===== src/sv/rsp_pkg.sv =====
// shared types, constants and gf(2^8) helpers for the reed-solomon parity encoder
`timescale 1ns / 1ps
`default_nettype none
package rsp_pkg;

  localparam logic [8:0] GF_POLY        = 9'h11D;
  localparam int         DEG_REG_W      = 6;
  localparam int         DEGREE_RESET   = 10;
  localparam int         MAX_DEGREE_DEF = 32;
  localparam int         BYTE_W         = 8;
  localparam int         PIDX_W         = 5;

  typedef struct packed {
    logic [BYTE_W-1:0] data_byte;
    logic              last_byte;
  } msg_t;

  typedef struct packed {
    logic [BYTE_W-1:0] parity_byte;
    logic [PIDX_W-1:0] parity_index;
    logic              last_parity;
  } par_t;

  // multiply by x modulo the field polynomial
  function automatic logic [7:0] gf_xtime(input logic [7:0] a);
    gf_xtime = {a[6:0], 1'b0} ^ (a[7] ? GF_POLY[7:0] : 8'h00);
  endfunction

  // msb-first shift-and-add multiply
  function automatic logic [7:0] gf_mul(input logic [7:0] a, input logic [7:0] b);
    logic [7:0] acc;
    acc = 8'h00;
    for (int bit_i = 7; bit_i >= 0; bit_i--) begin
      acc = gf_xtime(acc);
      if (b[bit_i]) acc = acc ^ a;
    end
    gf_mul = acc;
  endfunction

endpackage
`default_nettype wire


===== src/sv/rsp_gen_build.sv =====
// generator polynomial builder: one root factor folded in per cycle
`timescale 1ns / 1ps
`default_nettype none
module rsp_gen_build #(
  parameter int MAX_DEGREE = rsp_pkg::MAX_DEGREE_DEF
) (
  input  wire logic                                  clk,
  input  wire logic                                  rst,
  input  wire logic                                  degree_we,
  input  wire logic [rsp_pkg::DEG_REG_W-1:0]         degree_wdata,
  output logic                                       busy,
  output logic [$clog2(MAX_DEGREE+1)-1:0]            eff_deg,
  output logic [MAX_DEGREE-1:0][7:0]                 gen
);
  import rsp_pkg::*;

  localparam int EFF_W     = $clog2(MAX_DEGREE + 1);
  localparam int RESET_EFF = (DEGREE_RESET > MAX_DEGREE) ? MAX_DEGREE :
                             ((DEGREE_RESET < 1) ? 1 : DEGREE_RESET);

  logic [DEG_REG_W:0]           raw;
  logic [EFF_W-1:0]             eff_wr;
  logic [EFF_W-1:0]             cnt;
  logic [7:0]                   root;
  logic [MAX_DEGREE-1:0][7:0]   gen_next;

  assign raw = {1'b0, degree_wdata};

  // zero acts as one, anything above the maximum acts as the maximum
  always_comb begin
    if (raw == '0) begin
      eff_wr = EFF_W'(1);
    end else if (int'(raw) > MAX_DEGREE) begin
      eff_wr = EFF_W'(MAX_DEGREE);
    end else begin
      eff_wr = EFF_W'(raw);
    end
  end

  // gen *= (x - root), all taps from the previous coefficients
  always_comb begin
    for (int j = 0; j < MAX_DEGREE; j++) begin
      gen_next[j] = gf_mul(gen[j], root);
      if (j < MAX_DEGREE - 1) begin
        if (EFF_W'(j + 1) < eff_deg) gen_next[j] = gen_next[j] ^ gen[j+1];
      end
    end
  end

  always_ff @(posedge clk) begin
    if (rst) begin
      eff_deg <= EFF_W'(RESET_EFF);
      busy    <= 1'b1;
      cnt     <= '0;
      root    <= 8'h01;
      for (int j = 0; j < MAX_DEGREE; j++) begin
        gen[j] <= (j == RESET_EFF - 1) ? 8'h01 : 8'h00;
      end
    end else if (degree_we) begin
      eff_deg <= eff_wr;
      busy    <= 1'b1;
      cnt     <= '0;
      root    <= 8'h01;
      for (int j = 0; j < MAX_DEGREE; j++) begin
        gen[j] <= (EFF_W'(j) == eff_wr - EFF_W'(1)) ? 8'h01 : 8'h00;
      end
    end else if (busy) begin
      gen  <= gen_next;
      root <= gf_xtime(root);
      cnt  <= cnt + EFF_W'(1);
      if (cnt == eff_deg - EFF_W'(1)) busy <= 1'b0;
    end
  end

  a_cnt_in_range: assert property (@(posedge clk) disable iff (rst)
    busy |-> (cnt < eff_deg))
    else $error("generator build ran past the degree");

endmodule
`default_nettype wire


===== config.mk =====
export PLATFORM = sky130hd
export DESIGN_NAME = rsp_gen_build
export DESIGN_NICKNAME = d
export VERILOG_FILES = /design/src/sv/rsp_pkg.sv /design/src/sv/rsp_gen_build.sv
export SDC_FILE = /design/constraint.sdc
export NUM_CORES = 2
export LEC_CHECK = 0
export CAP_MARGIN = 20
export CORE_AREA = 2 2 291 293
export DETAILED_ROUTE_END_ITERATION = 10
export DIE_AREA = 0 0 293 295
export DONT_BUFFER_PORTS = 1
export PLACE_DENSITY_LB_ADDON = 0.05
export RECOVER_POWER = 25
export SLEW_MARGIN = 10
export SYNTH_ARGS = -nofsm -noshare
export SYNTH_HDL_FRONTEND = slang
export SYNTH_SLANG_ARGS = --single-unit
export TNS_END_PERCENT = 10

===== constraint.sdc =====
create_clock -name clk -period 3.1 [get_ports clk]
set_input_delay 0.775 -clock clk [delete_from_list [all_inputs] [get_ports clk]]
set_output_delay 0.775 -clock clk [all_outputs]
set_load 0.1 [all_outputs]

# After elaboration in Yosys (flattened, before gate mapping)
# Cells that the tools add are included.
# classes
n_addsub	3
magnitude_cmp	32
n_eq_ne	32
muxes	550
bitwise	480
n_reduce_logical	4
# op_table
cell	count
8-bit 2-to-1 mux	287
8-bit XOR	255
8-bit by 5-bit XOR with 8-bit output	225
5-bit 2-to-1 mux	225
256-bit 2-to-1 mux	2
5-bit by 6-bit equality test with 1-bit output (first input constant)	16
5-bit by 6-bit less-than comparator with 1-bit output (first input constant)	16
4-bit by 6-bit equality test with 1-bit output (first input constant)	8
4-bit by 6-bit less-than comparator with 1-bit output (first input constant)	8
1-bit 2-to-1 mux	34
3-bit by 6-bit equality test with 1-bit output (first input constant)	4
3-bit by 6-bit less-than comparator with 1-bit output (first input constant)	4
2-bit by 6-bit equality test with 1-bit output (first input constant)	2
2-bit by 6-bit less-than comparator with 1-bit output (first input constant)	2
6-bit 2-to-1 mux	2
6-bit by 1-bit subtractor with 6-bit output (second input constant)	2
7-bit zero test	1
6-bit by 1-bit adder with 6-bit output (second input constant)	1
1-bit by 6-bit equality test with 1-bit output (first input constant)	1
6-bit equality test	1
6-bit greater-than comparator (second input constant)	1
6-bit zero test	1
1-bit by 6-bit less-than comparator with 1-bit output (first input constant)	1
2-bit nonzero test	1
2-bit OR reduction	1
# totals
ff_bits	277
inputBits	9
output_inout_bits	263
word_cells	1137

# Longest topological paths before layout
# depth
word_depth	33
ltp_mapped	13
depth_no_buf	10

# Least setup slack after synthesis
# OpenSTA, ideal clock, no wires.
# synth_timing
kind	register to register
from	register eff_deg[1]
to	register gen[187] in the netlist's numbering
arrival_time_ps	3081
required_time_ps	2983
setup_slack_ps	-98
stages_incl_launch_ff	13
path_buffers	2
period_less_slack_ps	3198
cell_sequence	dfxtp_1 clkbuf_1 inv_1 ha_1 clkbuf_1 nor2b_1 o21bai_1 nand2_1 xnor2_1 xnor2_1 xnor2_1 xnor2_1 a22o_1
# synth_between
elab_chain_len	4
# synth_rtl
item	line	source
start, declared	rsp_gen_build.sv:12	output logic [$clog2(MAX_DEGREE+1)-1:0] eff_deg,
start signal, assigned	rsp_gen_build.sv:52	eff_deg <= EFF_W'(RESET_EFF);
start signal, assigned	rsp_gen_build.sv:60	eff_deg <= eff_wr;
5-bit by 6-bit less-than comparator with 1-bit output	rsp_gen_build.sv:45	if (EFF_W'(j + 1) < eff_deg) gen_next[j] = gen_next[j] ^ gen[j+1];
8-bit 2-to-1 mux	rsp_gen_build.sv:45	
256-bit 2-to-1 mux	rsp_gen_build.sv:67	end else if (busy) begin
256-bit 2-to-1 mux	rsp_gen_build.sv:59	end else if (degree_we) begin
end signal, assigned by index	rsp_gen_build.sv:57	gen[j] <= (j == RESET_EFF - 1) ? 8'h01 : 8'h00;
end signal, assigned by index	rsp_gen_build.sv:65	gen[j] <= (EFF_W'(j) == eff_wr - EFF_W'(1)) ? 8'h01 : 8'h00;
end signal, assigned	rsp_gen_build.sv:68	gen <= gen_next;
end, declared	rsp_gen_build.sv:13	output logic [MAX_DEGREE-1:0][7:0] gen
# Every way passes these cells. The select of a mux whose other input is x is not followed.
# A chain may end at the register's enable or synchronous reset.

# Worst setup path in the final report
# layout_timing
from	register eff_deg[0]
to	output eff_deg[0]
# No word-level cell between the ends.

==> results.json <==
{
  "run_status": "complete, but fails checks",
  "violations": "capacitance limit, slew limit",
  "worstHoldEndpoint": "gen[246]",
  "finClkSkew_ns": 0.0151,
  "hp-start": "rst",
  "yosys_warnings": 0,
  "final-hold-violation-count": 0,
  "fmax_mhz": 340,
  "drc": 0,
  "io_pins": 272,
  "synth.yosys.seq_area_share": 0.122,
  "synth_area_um2": 45400,
  "r2r_slack_ns": 0.27,
  "cts_htree_levels": 2,
  "intPower_mw": 6.79,
  "synthFlopType": "dfxtp_1",
  "worst-path-buf-inv": 1,
  "critPathRequiredTime_ns": 2.32,
  "vias": 41800,
  "drtPass1Iterations": 6,
  "layout-drive-gt1-share": 0.109,
  "combPwrFrac": 0.106,
  "worstMarginPinSlew_ns": 1.68,
  "grt_overflow_total": 0,
  "worstSetupStartpointType": "register",
  "maxSlewViolCount": 49,
  "clock_latency_ns": 0.60,
  "numClockSinks": 277,
  "hold_path.class": "input pin to register",
  "r2r_cells": 10,
  "async_flop_share": 0,
  "slowest_stage": "clkbuf_1",
  "synth_cell_types": 64,
  "finalWirelength_um": 160000,
  "vias_per_cell": 5.55,
  "hold_buffers": 0,
  "cts_tree": "yes",
  "synthCells": 6528,
  "slowest_delay_ns": 1.12,
  "dieHeight_um": 295,
  "p_leak_nw": 15.0,
  "place_ws_ns": 0.315,
  "clkPwrFrac": 0.517,
  "switching_share": 0.299,
  "die-area_um2": 86400,
  "diodes": 0,
  "synth-edff-count": 0,
  "crit_type": "register to output port",
  "syn_avg_cell_area_um2": 6.96,
  "power.switching_mw": 2.90,
  "synth-seq-cells": 277,
  "worst_slack_ns": 0.157,
  "worstPathMaxFanout": 6,
  "clk_path_buf_depth": 3,
  "wl_per_cell_um": 21.2,
  "antenna_left": 0,
  "power_frac_seq": 0.376,
  "worstPathCellList": "clkbuf_1",
  "rows": 106,
  "die_w_um": 293,
  "rsz0062_at_grt": "no",
  "fin_setup_tns_ns": 0,
  "cts-buffers-inserted": 41,
  "antenna_found_initial": 2,
  "syn_to_final_growth_pct": 8.32,
  "whs_ns": 0.264,
  "dp_hpwl_um": 106000,
  "synth_area_leader_cell": "xnor2_1",
  "r2r_end": "gen[48]",
  "grt_use_total": 0.361,
  "synth_common_cells": "nand2_1, xnor2_1, xor2_1, clkbuf_1, dfxtp_1",
  "clk_pin_slew_worst_paths_ns": 0.06,
  "grt_pass1_wl_um": 246000,
  "worst_ep_arrival_time_ns": 2.17,
  "synth.most_common_cell": "nand2_1",
  "relSlewSlack": -0.120,
  "drt_iter0_drc": 3468,
  "ir_drop_v": 0.000350,
  "period_share": 0.949,
  "post_cts_buffers": 0,
  "pwr_density_cell_nw_per_um2": 197,
  "grt_max_degree": 100,
  "r2r-start": "root[7]",
  "synthTopCellsByArea": "xnor2_1, nand2_1, dfxtp_1",
  "worstHoldPathCells": 1,
  "cts_resized": 0,
  "gp_congestion": 0.909,
  "io_buffer_count": 0,
  "start_util": 0.547,
  "syn-num-nets": 6541,
  "synth_top_area_share": 0.349,
  "nNetsFinal": 6438,
  "fin_crit_ns": 2.94,
  "coreArea_um2": 83200,
  "grt_pass1_vias": 39900,
  "cts_root_buf": "clkbuf_16",
  "cp-end-kind": "output port",
  "cpLargestDelayFamily": "buffers and inverters",
  "maxCapViolations": 2,
  "final-setup-viol-count": 0
}
## power groups by stage
stage	combinational [mW]	sequential (mW)	clock [mW]
floorplan	0.540	3.79	0
global placement	1.01	3.72	0
detailed placement	1.01	3.73	0
CTS	1.02	3.65	5.08
global route	1.07	3.65	5.20
finish	1.03	3.65	5.01
## through the flow
step,instance area [um^2],std cells,util,power [mW]
after CTS,49500,7533,0.596,9.74
after global routing,49200,7533,0.592,9.92
after global placement,48200,7462,0.579,4.73
final,49200,7533,0.592,9.69
after detailed placement,48200,7462,0.579,4.74
after floorplan,45400,6528,-,4.33
## logic make-up after synthesis
| kind of cell | after synthesis | synth area share |
|---|---|---|
| AO/OA/AOI/OAI | 496 | 0.0736 |
| flip-flops | 277 | 0.122 |
| adder cells (fa/ha/maj) | 4 | 0.00110 |
| AND/OR/NAND/NOR | 2586 | 0.223 |
| multiplexers | 59 | 0.0130 |
| XOR/XNOR | 2481 | 0.505 |
| buffers and inverters | 625 | 0.0626 |
## layout by cell type (no fill, tap or decap), types with 13 or more instances in the layout
cell type,instances
a32oi_1,68
clkbuf_2,110
a22oi_1,63
xnor3_1,16
dfxtp_1,245
o21ai_1,29
nor2b_1,23
xnor2_1,1809
buf_12,44
dfxtp_2,23
nor2_1,188
clkbuf_1,18
xnor2_2,103
a21o_1,16
clkbuf_16,41
nand2_1,2234
mux2i_1,58
a222oi_1,24
a211oi_1,43
xor2_1,528
nand2b_1,67
buf_4,305
o21ai_0,164
xor2_2,20
inv_1,13
a21oi_1,31
## layer usage
| layer | wire (um) | part of all wire | GRT usage | vias up |
|---|---|---|---|---|
| li1 | - | - | - | 19900 |
| met1 | 67700 | 0.42 | 0.478 | 20000 |
| met2 | 72300 | 0.45 | 0.586 | 1597 |
| met3 | 13500 | 0.084 | 0.0645 | 300 |
| met4 | 6060 | 0.038 | 0.131 | 2 |
| met5 | 9 | 0.000056 | 0 | - |
## flip-flops by register name (all words and copies together) (netlist names)
name,cells
eff_deg,6
cnt,6
root,8
busy,1
gen,256
## final cells by class
type	count	area (um^2)
Sequential cell	277	5610
Tap cell	1080	1350
Fill cell	8027	33900
Clock buffer	61	1180
Multi-Input combinational cell	5626	37100
Inverter	14	52.6
Clock inverter	10	180
Timing Repair Buffer	465	3740
## worst max path at each step
| stage | cells past startpoint | start | slack, ns | to |
|---|---|---|---|---|
| finish | 1 | eff_deg[0] | 0.16 | eff_deg[0] |
| global route | 9 | gen[86] | 0.04 | gen[85] |
| CTS | 10 | root[7] | 0.32 | gen[48] |
| detailed placement | 10 | root[7] | 0.31 | gen[48] |
| global placement | 10 | root[7] | 0.34 | gen[48] |
| floorplan | 8 | gen[68] | 0.04 | gen[64] |
Power figures use the tool's default switching activity.
