File: src/sv/rsp_pkg.sv
// shared types, constants and gf(2^8) helpers for the reed-solomon parity encoder
`timescale 1ns / 1ps
`default_nettype none
package rsp_pkg;

  localparam logic [8:0] GF_POLY        = 9'h11D;
  localparam int         DEG_REG_W      = 6;
  localparam int         DEGREE_RESET   = 10;
  localparam int         MAX_DEGREE_DEF = 32;
  localparam int         BYTE_W         = 8;
  localparam int         PIDX_W         = 5;

  typedef struct packed {
    logic [BYTE_W-1:0] data_byte;
    logic              last_byte;
  } msg_t;

  typedef struct packed {
    logic [BYTE_W-1:0] parity_byte;
    logic [PIDX_W-1:0] parity_index;
    logic              last_parity;
  } par_t;

  // multiply by x modulo the field polynomial
  function automatic logic [7:0] gf_xtime(input logic [7:0] a);
    gf_xtime = {a[6:0], 1'b0} ^ (a[7] ? GF_POLY[7:0] : 8'h00);
  endfunction

  // msb-first shift-and-add multiply
  function automatic logic [7:0] gf_mul(input logic [7:0] a, input logic [7:0] b);
    logic [7:0] acc;
    acc = 8'h00;
    for (int bit_i = 7; bit_i >= 0; bit_i--) begin
      acc = gf_xtime(acc);
      if (b[bit_i]) acc = acc ^ a;
    end
    gf_mul = acc;
  endfunction

endpackage
`default_nettype wire

File: src/sv/rsp_par_out.sv
// parity shift register, one parity byte per output transaction
`timescale 1ns / 1ps
`default_nettype none
module rsp_par_out #(
  parameter int MAX_DEGREE = rsp_pkg::MAX_DEGREE_DEF
) (
  input  wire logic                                  clk,
  input  wire logic                                  rst,
  input  wire logic [$clog2(MAX_DEGREE+1)-1:0]       eff_deg,
  input  wire logic                                  handoff_valid,
  input  wire logic [MAX_DEGREE-1:0][7:0]            handoff_rem,
  output logic                                       handoff_ready,
  output logic                                       par_valid,
  input  wire logic                                  par_stall,
  output rsp_pkg::par_t                              par
);
  import rsp_pkg::*;

  localparam int EFF_W = $clog2(MAX_DEGREE + 1);
  localparam int IDX_W = (MAX_DEGREE > 1) ? $clog2(MAX_DEGREE) : 1;

  logic                       busy;
  logic [IDX_W-1:0]           idx;
  logic [MAX_DEGREE-1:0][7:0] sh;
  logic                       at_last;
  logic                       pop;
  logic [63:0]                idx_wide;

  assign at_last       = (EFF_W'(idx) == eff_deg - EFF_W'(1));
  assign pop           = busy && !par_stall;
  assign handoff_ready = !busy || (pop && at_last);

  assign idx_wide         = 64'(idx);
  assign par_valid        = busy;
  assign par.parity_byte  = sh[0];
  assign par.parity_index = idx_wide[PIDX_W-1:0];
  assign par.last_parity  = at_last;

  always_ff @(posedge clk) begin
    if (rst) begin
      busy <= 1'b0;
      idx  <= '0;
    end else if (handoff_valid) begin
      busy <= 1'b1;
      idx  <= '0;
    end else if (pop) begin
      idx <= idx + IDX_W'(1);
      if (at_last) busy <= 1'b0;
    end
  end

  always_ff @(posedge clk) begin
    if (handoff_valid) begin
      sh <= handoff_rem;
    end else if (pop) begin
      for (int j = 0; j < MAX_DEGREE - 1; j++) begin
        sh[j] <= sh[j+1];
      end
      sh[MAX_DEGREE-1] <= 8'h00;
    end
  end

  a_idx_in_range: assert property (@(posedge clk) disable iff (rst)
    busy |-> (EFF_W'(idx) < eff_deg))
    else $error("parity index beyond the degree");

  a_load_starts_run: assert property (@(posedge clk) disable iff (rst)
    handoff_valid |=> (busy && idx == '0))
    else $error("parity run did not start at index zero");

endmodule
`default_nettype wire

File: config.mk
export PLATFORM = sky130hd
export DESIGN_NAME = rsp_par_out
export DESIGN_NICKNAME = d
export VERILOG_FILES = /design/src/sv/rsp_pkg.sv /design/src/sv/rsp_par_out.sv
export SDC_FILE = /design/constraint.sdc
export NUM_CORES = 1
export LEC_CHECK = 0
export ABC_AREA = 1
export BUFFER_PORTS_ARGS = -buffer_cell sky130_fd_sc_hd__buf_2
export CAP_MARGIN = 20
export CELL_PAD_IN_SITES_DETAIL_PLACEMENT = 0
export CELL_PAD_IN_SITES_GLOBAL_PLACEMENT = 1
export CORE_ASPECT_RATIO = 0.7
export CORE_MARGIN = 4
export CORE_UTILIZATION = 41
export CTS_CLUSTER_SIZE = 12
export DETAILED_ROUTE_END_ITERATION = 12
export GPL_ROUTABILITY_DRIVEN = 1
export HOLD_SLACK_MARGIN = 0.02
export PLACE_DENSITY_LB_ADDON = 0.1
export SLEW_MARGIN = 20
export SYNTH_ARGS = -nofsm -noshare
export SYNTH_HDL_FRONTEND = slang
export SYNTH_SLANG_ARGS = --single-unit
File: constraint.sdc
create_clock -name clk -period 7.6 [get_ports clk]
set_input_delay 0.38 -clock clk [delete_from_list [all_inputs] [get_ports clk]]
set_output_delay 0.38 -clock clk [all_outputs]
set_load 0.03 [all_outputs]
## After elaboration in Yosys (flattened, before gate mapping)

Cells that the tools add are included.

- Bits in writable memories: 0
- Logic and storage cells: 51
- Memory bits (read-only): 0
- Output and inout bits: 16
- Memories: 0
- Register bits after elaboration: 262
- Input bits: 266
- Latch bits: 0

- Shift-type cells: 0
- Magnitude comparators: 0
- Div/mod/pow operators: 0
- $add $sub $neg: 2
- Multiply operators: 0
- Bitwise operators: 0
- Equal/unequal tests: 1
- Mux-type cells: 5
- Reductions and logical operators: 9

Operators with widths:

| cell | number |
|---|---|
| $mux 256 | 2 |
| $eq 5x6->1 | 1 |
| $sub 6x1->6 const B | 1 |
| $add 5x1->5 const B | 1 |
| $reduce_bool 2->1 | 2 |
| $mux 1 | 3 |
| $logic_and 1x1->1 | 2 |
| $logic_not 1->1 | 2 |
| $reduce_and 2->1 | 1 |
| $reduce_or 2->1 | 1 |
| $logic_or 1x1->1 | 1 |

## Longest topological paths before layout

Gate-level depths: netlist of run 1.

- Depth in word-level cells: 5
- Depth in mapped cells: 11
- Gate-level depth less buffers: 11

## Worst setup path after synthesis of run 1

OpenSTA, ideal clock, no wires.

- Path kind: input-to-reg
- Start point: input port handoff_valid
- End point: register sh, in the netlist par[10], enable pin
- Path slack: 0.580 ns
- Library setup time: 1.962 ns
- Stages: 4
- Path buffers: 2
- Required time: 5.638 ns
- Arrival time: 5.058 ns
- Cells stage by stage: buf_2 inv_2 clkbuf_1 nand2_1

- Cells in the longest elaborated chain, start to end: 1

RTL lines:

| element | RTL line | source |
|---|---|---|
| from (decl) | rsp_par_out.sv:10 | `input wire logic handoff_valid,` |
| $reduce_bool 2->1 (no source line) | -- |  |
| to (signal assigned) | rsp_par_out.sv:54 | `sh <= handoff_rem;` |
| to (signal, indexed assignment) | rsp_par_out.sv:57 | `sh[j] <= sh[j+1];` |
| to (decl) | rsp_par_out.sv:24 | `logic [MAX_DEGREE-1:0][7:0] sh;` |

Every way passes these cells.
A chain may end at the register's enable or synchronous reset.

## Worst setup path in the final report of run 1

- Start point: input port handoff_valid
- End point: register sh[140] (netlist name), enable pin

The elaborated chain is that of the path after synthesis.

==> metrics.yaml, run 1 <==
grt_pass1_vias: 8087
whs_ns: 0.117
insertion_delay_ns: 0.52
status: "complete, no violations"
cts_sinks: 262
htree_levels: 1
die_x_um: 207
syn_inst: 1167
timing.slew.headroom: 0.309
p_per_area_nw_per_um2: 241
postCtsSetupBuffers: 0
crit_fanout: 144
synth-main-ff-cell: "edfxtp_1"
cap_viol_max_count: 0
hpwlAfterDp_um: 18100
skew_ns: 0.0103
ys_top_cells_by_area: "edfxtp_1 67%, nand2_1 26%, buf_2 2.2%, dfxtp_1 1.1%, inv_1 0.66%"
start_util: 0.422
ys_async_sr_fraction: 0
synth_most_common_cell: "nand2_1"
overflow: 0
cts_buffers: 27
grt_pass1_wl_um: 42600
synth.cells.most_frequent: "777 x nand2_1, 256 x edfxtp_1, 51 x buf_2"
p_int_w: 0.00258
num_rows: 50
ir_drop_uv: 160
max_stage_delay_ns: 0.92
cts_resized: 0
cp_slowest_cell: "buf_4"
core_area_um2: 27000
critPathKind: "in2reg"
synth.top_cell.area_share: 0.674
tightestPinTransition_ns: 1.04
finalMaxSlewViolations: 0
fin_ws_ns: 4.40
wl_per_cell_um: 15.2
synth.yosys.seq_area_share: 0.685
die_area_um2: 30600
critPathRequiredTime_ns: 7.73
cts_root_buf: "clkbuf_16"
fmaxAchievable_mhz: 313
fillCellCount: 2619
clk_transition_reported_paths_ns: 0.06
syn_area_um2: 11400
ys_types: 23
power.leakage_nw: 6.64
p_sw_frac: 0.225
clockBufferDepth: 3
syn_nets: 1435
nNetsFinal: 1686
hold_viol: 0
cp_cell_sequence: "buf_6, inv_8, nand2_4, buf_4"
startpoint: "handoff_valid"
ios: 282
rsz0062_at_grt: "false"
hp-start: "handoff_rem[255]"
start_kind: "input port"
cts_tree: "done"
yosysWarnings: 0
ant_nets: 0
layout_worst_path_cycle_share: 0.421
num_vias: 8265
gp_routability_congestion: 0.773
grt_antenna_before_repair: 1
via_per_inst: 4.59
setup_viol: 0
end_kind: "register"
dp_slack_ns: 3.86
avgSynthCellArea_um2: 9.77
p_switching_w: 0.000750
grtUsageTotal: 0.170
wl_um: 27400
holdBufCountCts: 1
yosysTopAreaCell: "edfxtp_1"
rr_startpoint: "par_valid"
grt_max_degree: 145
setup_tns_ns: 0
fin_util: 0.511
die_y_um: 148
drt-initial-drc-count: 713
cp.arrival_ns: 3.33
period_needed_ns: 3.20
final_layout_size_suffix_gt1_frac: 0.234
drcViolationCount: 0
combPwrFrac: 0.094
hold_class: "in2reg"
clockPowerShare: 0.368
dr.pass1.iters: 5
port_buffers: 281
seq_power_share: 0.538
yosys_register_bits: 262
finalPower_w: 0.00333
synth-edff-count: 256
syn_to_final_growth_pct: 21.2
[power by group through the flow]
stage	clock network [W]	logic [W]	registers, W
global placement	0	0.000317	0.00182
finish	0.00122	0.000313	0.00179
floorplan	0	0.000191	0.00183
global route	0.00132	0.000360	0.00180
CTS	0.00126	0.000320	0.00179
detailed placement	0	0.000318	0.00182
[cell usage in the layout (no fill, tap or decap), types with 4 or more instances in the layout]
master,n
clkbuf_8,4
clkbuf_1,10
dfxtp_1,6
edfxtp_1,256
clkbuf_16,28
nand3_1,7
nor2_1,7
inv_2,4
inv_1,20
nand2_1,776
buf_2,280
nand2_2,6
[per-stage QoR]
stage                     std cells  area (µm²)
after floorplan                1167       11400
after global placement         1752       13000
after detailed placement       1752       13000
after CTS                      1799       13800
after global routing           1800       13800
final                          1801       13800
[flip-flops by register name (all words and copies together), names as in the netlist]
name       count
par            8
idx            5
sh           248
par_valid      1
[kinds of logic after synthesis]
group	after synthesis	synth area share
AO/OA/AOI/OAI	8	0.00428
flip-flops	262	0.685
buffers and inverters	90	0.0382
AND/OR/NAND/NOR	805	0.270
adder cells (fa/ha/maj)	2	0.00219
[per-layer routing]
| metal | routed length, µm | GRT usage | part of all wire |
|---|---|---|---|
| met1 | 13600 | 0.260 | 0.50 |
| met4 | 367 | 0.0284 | 0.013 |
| met3 | 1400 | 0.0312 | 0.051 |
| met2 | 12000 | 0.260 | 0.44 |
| met5 | 0 | 0 | 0 |
[critical path, delay by kind of cell]
family	cells	cell delay (ns)
AND/OR/NAND/NOR	1	0.75
buffers and inverters	3	1.97
[layout make-up]
class,count,area [µm²],share of cell area
Sequential cell,262,7810,0.565
Multi-Input combinational cell,815,3160,0.229
Timing Repair Buffer,287,1480,0.107
Clock buffer,42,793,0.0574
Tap cell,364,455,0.0330
Inverter,25,101,0.00733
Clock inverter,4,16.3,0.00118
Antenna cell,2,5.00,0.000362
[final timing paths]
path         slack, ns       to  cells past startpoint
max               4.40  sh[140]                      4
min               0.12  sh[255]                      3
max reg2reg       5.00  sh[140]                      3
min reg2reg       0.50   sh[82]                      2
Power figures use the tool's default switching activity.
==> run 2, diff against run 1 <==
Clock period 7.6 ns to 3.1 ns, I/O delays scaled along.
==> metrics.yaml, run 2 (synthesis results as in run 1) <==
status: "complete, no violations"
p_int_w: 0.00639
skew_ns: 0.0132
rr_endpoint: "sh[160]"
die_x_um: 207
cp.arrival_ns: 1.81
drt-initial-drc-count: 724
port_buffers: 281
hold_class: "in2reg"
cts_root_buf: "clkbuf_16"
num_rows: 50
hpwlAfterDp_um: 19000
end_kind: "output pin"
grt_pass1_wl_um: 50000
finalMaxSlewViolations: 0
startpoint: "idx[1]"
grtUsageTotal: 0.200
tightestPinTransition_ns: 1.12
core_area_um2: 27000
gp_routability_congestion: 0.775
p_per_area_nw_per_um2: 507
whs_ns: 0.183
clockPowerShare: 0.346
start_kind: "register"
grt_antenna_before_repair: 0
fmaxAchievable_mhz: 508
critPathRequiredTime_ns: 2.94
drcViolationCount: 0
fin_ws_ns: 1.13
start_util: 0.422
timing.slew.headroom: 0.256
overflow: 0
setup_viol: 0
ios: 282
insertion_delay_ns: 0.53
wl_per_cell_um: 15.3
ir_drop_uv: 378
layout_worst_path_cycle_share: 0.635
largest_register_ffs: 248
top_register: "sh"
cap_viol_max_count: 0
clockBufferDepth: 3
syn_to_final_growth_pct: 43.8
p_switching_w: 0.00194
reg2reg_slack_ns: 1.29
die_y_um: 148
cp_cell_sequence: "inv_1, nand2_1, nand2_1, nor2_1, nand2_2, nor2_4, nand4_2, nand2_2, buf_2"
final_cell_mix: "776 x nand2_1, 280 x buf_2, 258 x dlygate4sd3_1"
num_vias: 9398
mostFrequentLayoutCell: "nand2_1"
cp_slowest_cell: "dfxtp_1"
power.leakage_nw: 7.72
rr_startpoint: "par_valid"
critPathKind: "reg2out"
combPwrFrac: 0.127
crit_fanout: 5
dr.pass1.iters: 5
wl_um: 31500
setup_tns_ns: 0
clk_transition_reported_paths_ns: 0.06
rsz0062_at_grt: "false"
nNetsFinal: 1948
grt_pass1_vias: 9731
n_antenna_cell: 0
hold_viol: 0
ant_nets: 0
grt_max_degree: 258
cts_tree: "done"
seq_power_share: 0.527
crit_end: "handoff_ready"
die_area_um2: 30600
p_sw_frac: 0.233
dp_slack_ns: 1.17
period_needed_ns: 1.97
htree_levels: 1
via_per_inst: 4.57
r2r_cells: 3
final_layout_size_suffix_gt1_frac: 0.199
cts_buffers: 27
cts_sinks: 262
max_stage_delay_ns: 0.41
## run 2: final cells by class
cell class                 count  area, µm²
timing repair buffer         549       4120
fill                        2327      10600
tap                          364        455
clock buffer                  37        713
sequential                   262       7810
clock inverter                 4       23.8
inverter                      25        101
multi-input combinational    815       3170
## run 2: per-stage QoR
step / instances / total power [W] / util / cell area, µm²
2_1_floorplan: 1167 / 0.00491 / - / 11400
3_5_place_dp: 1757 / 0.00526 / 0.484 / 13100
5_1_grt: 2056 / 0.00868 / 0.607 / 16400
6_report: 2056 / 0.00832 / 0.607 / 16400
3_3_place_gp: 1757 / 0.00525 / 0.484 / 13100
4_1_cts: 2056 / 0.00840 / 0.607 / 16400
## run 2: critical path: cells and delay by family (launching register included)
| kind | cells | cell delay [ns] |
|---|---|---|
| buffers and inverters | 2 | 0.30 |
| flip-flops | 1 | 0.41 |
| AND/OR/NAND/NOR | 7 | 0.58 |
## run 2: metal layers
layer | track usage | wire, µm
met5 | 0 | 0
met1 | 0.276 | 14300
met2 | 0.329 | 14600
met3 | 0.0359 | 1630
met4 | 0.0548 | 897
## run 2: power by group through the flow
stage | combinational, W | sequential, W | clock [W]
final | 0.00106 | 0.00438 | 0.00288
after CTS | 0.00106 | 0.00439 | 0.00296
after global placement | 0.000793 | 0.00445 | 0
after global routing | 0.00118 | 0.00441 | 0.00308
after floorplan | 0.000469 | 0.00444 | 0
after detailed placement | 0.000803 | 0.00446 | 0
## run 2: timing repair
| action | in CTS | in global routing |
|---|---|---|
| setup buffers | 0 | 0 |
| resized for setup | 0 | 0 |
| hold endpoints to repair | 262 | 0 |
| hold buffers | 258 | 0 |
## run 2: worst min-delay path by stage
stage | startpoint | endpoint | depth (start not counted)
4_1_cts | eff_deg[5] | par_valid | 6
5_1_grt | eff_deg[5] | par_valid | 6
6_report | eff_deg[5] | par_valid | 6
3_3_place_gp | rst | par_valid | 2
3_5_place_dp | rst | par_valid | 2
2_1_floorplan | rst | par_valid | 1
==> run 3, diff against run 2 <==
Settings changed: CORE_UTILIZATION 41 to 37.
Clock period 3.1 ns to 1.7 ns, I/O delays scaled along.
==> metrics.yaml, run 3 (synthesis results as in run 1) <==
skew_ns: 0.00928
cp.arrival_ns: 1.64
cts_tree: "done"
tightestPinTransition_ns: 0.487
critPathKind: "reg2out"
drcViolationCount: 0
gp_routability_congestion: 0.799
grt_antenna_before_repair: 0
die_x_um: 218
rr_endpoint: "sh[181]"
dr.pass1.iters: 4
cts_sinks: 262
grt_busiest_layer: "met2"
hold_class: "in2reg"
power.leakage_nw: 7.89
wl_per_cell_um: 14.6
grt_util_met2: 0.298
hold_viol: 0
nNetsFinal: 1971
worstHoldPathCells: 3
cts_root_buf: "clkbuf_16"
combPwrFrac: 0.131
hpwlAfterDp_um: 19600
final_layout_size_suffix_gt1_frac: 0.212
critPathRequiredTime_ns: 1.62
hp-start: "rst"
wl_um: 31100
mostFrequentLayoutCell: "nand2_1"
core_area_um2: 30200
insertion_delay_ns: 0.54
overflow: 0
violations: "negative setup slack"
die_y_um: 155
num_rows: 53
whs_endpoint: "par_valid"
cap_viol_max_count: 0
seq_power_share: 0.524
cts_buffers: 27
largest_register_ffs: 248
die_area_um2: 33700
grt_pass1_vias: 9622
rr_startpoint: "par_valid"
htree_levels: 1
design_area_um2: 16800
setup_viol: 2
startpoint: "idx[1]"
rsz0062_at_grt: "true"
via_per_inst: 4.41
port_buffers: 281
drt-initial-drc-count: 534
end_kind: "output pin"
status: "finished with violations"
final_cell_mix: "775 x nand2_1, 278 x buf_2, 265 x dlygate4sd3_1"
crit_fanout: 3
dp_slack_ns: 0.235
timing.slew.headroom: 0.675
grtUsageTotal: 0.180
start_util: 0.378
ios: 282
p_switching_w: 0.00354
reg2reg_slack_ns: 0.34
period_needed_ns: 1.72
grt_pass1_wl_um: 49400
multi_input_area_um2: 3190
n_antenna_cell: 0
use_met3: 0.0316
p_sw_frac: 0.233
placed_cell_area_um2: 13400
fin_ws_ns: -0.0228
top_register: "sh"
fillCellCount: 2722
syn_to_final_growth_pct: 47.5
fmaxAchievable_mhz: 580
finalMaxSlewViolations: 0
start_kind: "register"
clockBufferDepth: 3
r2r_cells: 3
ant_nets: 0
met1_usage: 0.252
p_per_area_nw_per_um2: 906
regArea_um2: 7820
layout_worst_path_cycle_share: 1.01
ir_drop_uv: 562
grt_max_degree: 68
num_vias: 9382
clk_transition_reported_paths_ns: 0.06
p_int_w: 0.0117
clockPowerShare: 0.345
-- run 3: stage by stage --
step / hold slack (ns) / total power [W] / std cells / util / setup TNS, ns
4_1_cts: 0.164 / 0.0154 / 2127 / 0.557 / -0.130
5_1_grt: 0.238 / 0.0160 / 2128 / 0.557 / -0.207
3_5_place_dp: 0.258 / 0.00964 / 1817 / 0.443 / 0
6_report: 0.245 / 0.0152 / 2128 / 0.557 / -0.0453
2_1_floorplan: 0.138 / 0.00895 / 1167 / - / -56.98
3_3_place_gp: 0.256 / 0.00963 / 1817 / 0.443 / 0
-- run 3: metal layers --
| layer | up-vias | part of all wire |
|---|---|---|
| met1 | 4325 | 0.45 |
| met5 | - | 0 |
| met3 | 50 | 0.048 |
| met4 | 0 | 0.021 |
| li1 | 4806 | - |
| met2 | 201 | 0.48 |
-- run 3: critical path, stage by stage (launching register included) --
cell and delay [ns]:
dfxtp_2 0.34, inv_1 0.06, nand2_1 0.05, nand2_1 0.04
nor2_1 0.13, nand2_2 0.08, nor2_4 0.10, and3_1 0.17
buf_6 0.13
-- run 3: repair_timing --
item | CTS | global route
pin swaps | 3 | 2
resized for setup | 11 | 0
hold endpoints to repair | 262 | 0
buffers inserted | 3 | 1
hold buffers | 265 | 0
endpoints found under the setup margin | 2 | 2
-- run 3: layout make-up --
cell class / count / area share
Inverter: 25 / 0.00603
Tap cell: 412 / 0.0307
Timing Repair Buffer: 572 / 0.265
Clock buffer: 33 / 0.0415
Clock inverter: 9 / 0.00260
Multi-Input combinational cell: 815 / 0.189
Sequential cell: 262 / 0.465
-- run 3: worst max-delay path by stage --
stage	endpoint	slack, ns	cells past startpoint
after global routing	handoff_ready	-0.11	9
after global placement	handoff_ready	0.22	12
final	par[0]	-0.02	8
after floorplan	par[10]	-0.22	2
after CTS	handoff_ready	-0.07	9
after detailed placement	handoff_ready	0.24	12
-- run 3: power by group through the flow --
stage          Combinational [W]  Sequential (W)  Clock [W]
3_5_place_dp             0.00153         0.00811          0
5_1_grt                  0.00224         0.00803    0.00569
4_1_cts                  0.00202         0.00798    0.00543
3_3_place_gp             0.00152         0.00810          0
6_report                 0.00200         0.00797    0.00526
2_1_floorplan           0.000859         0.00809          0
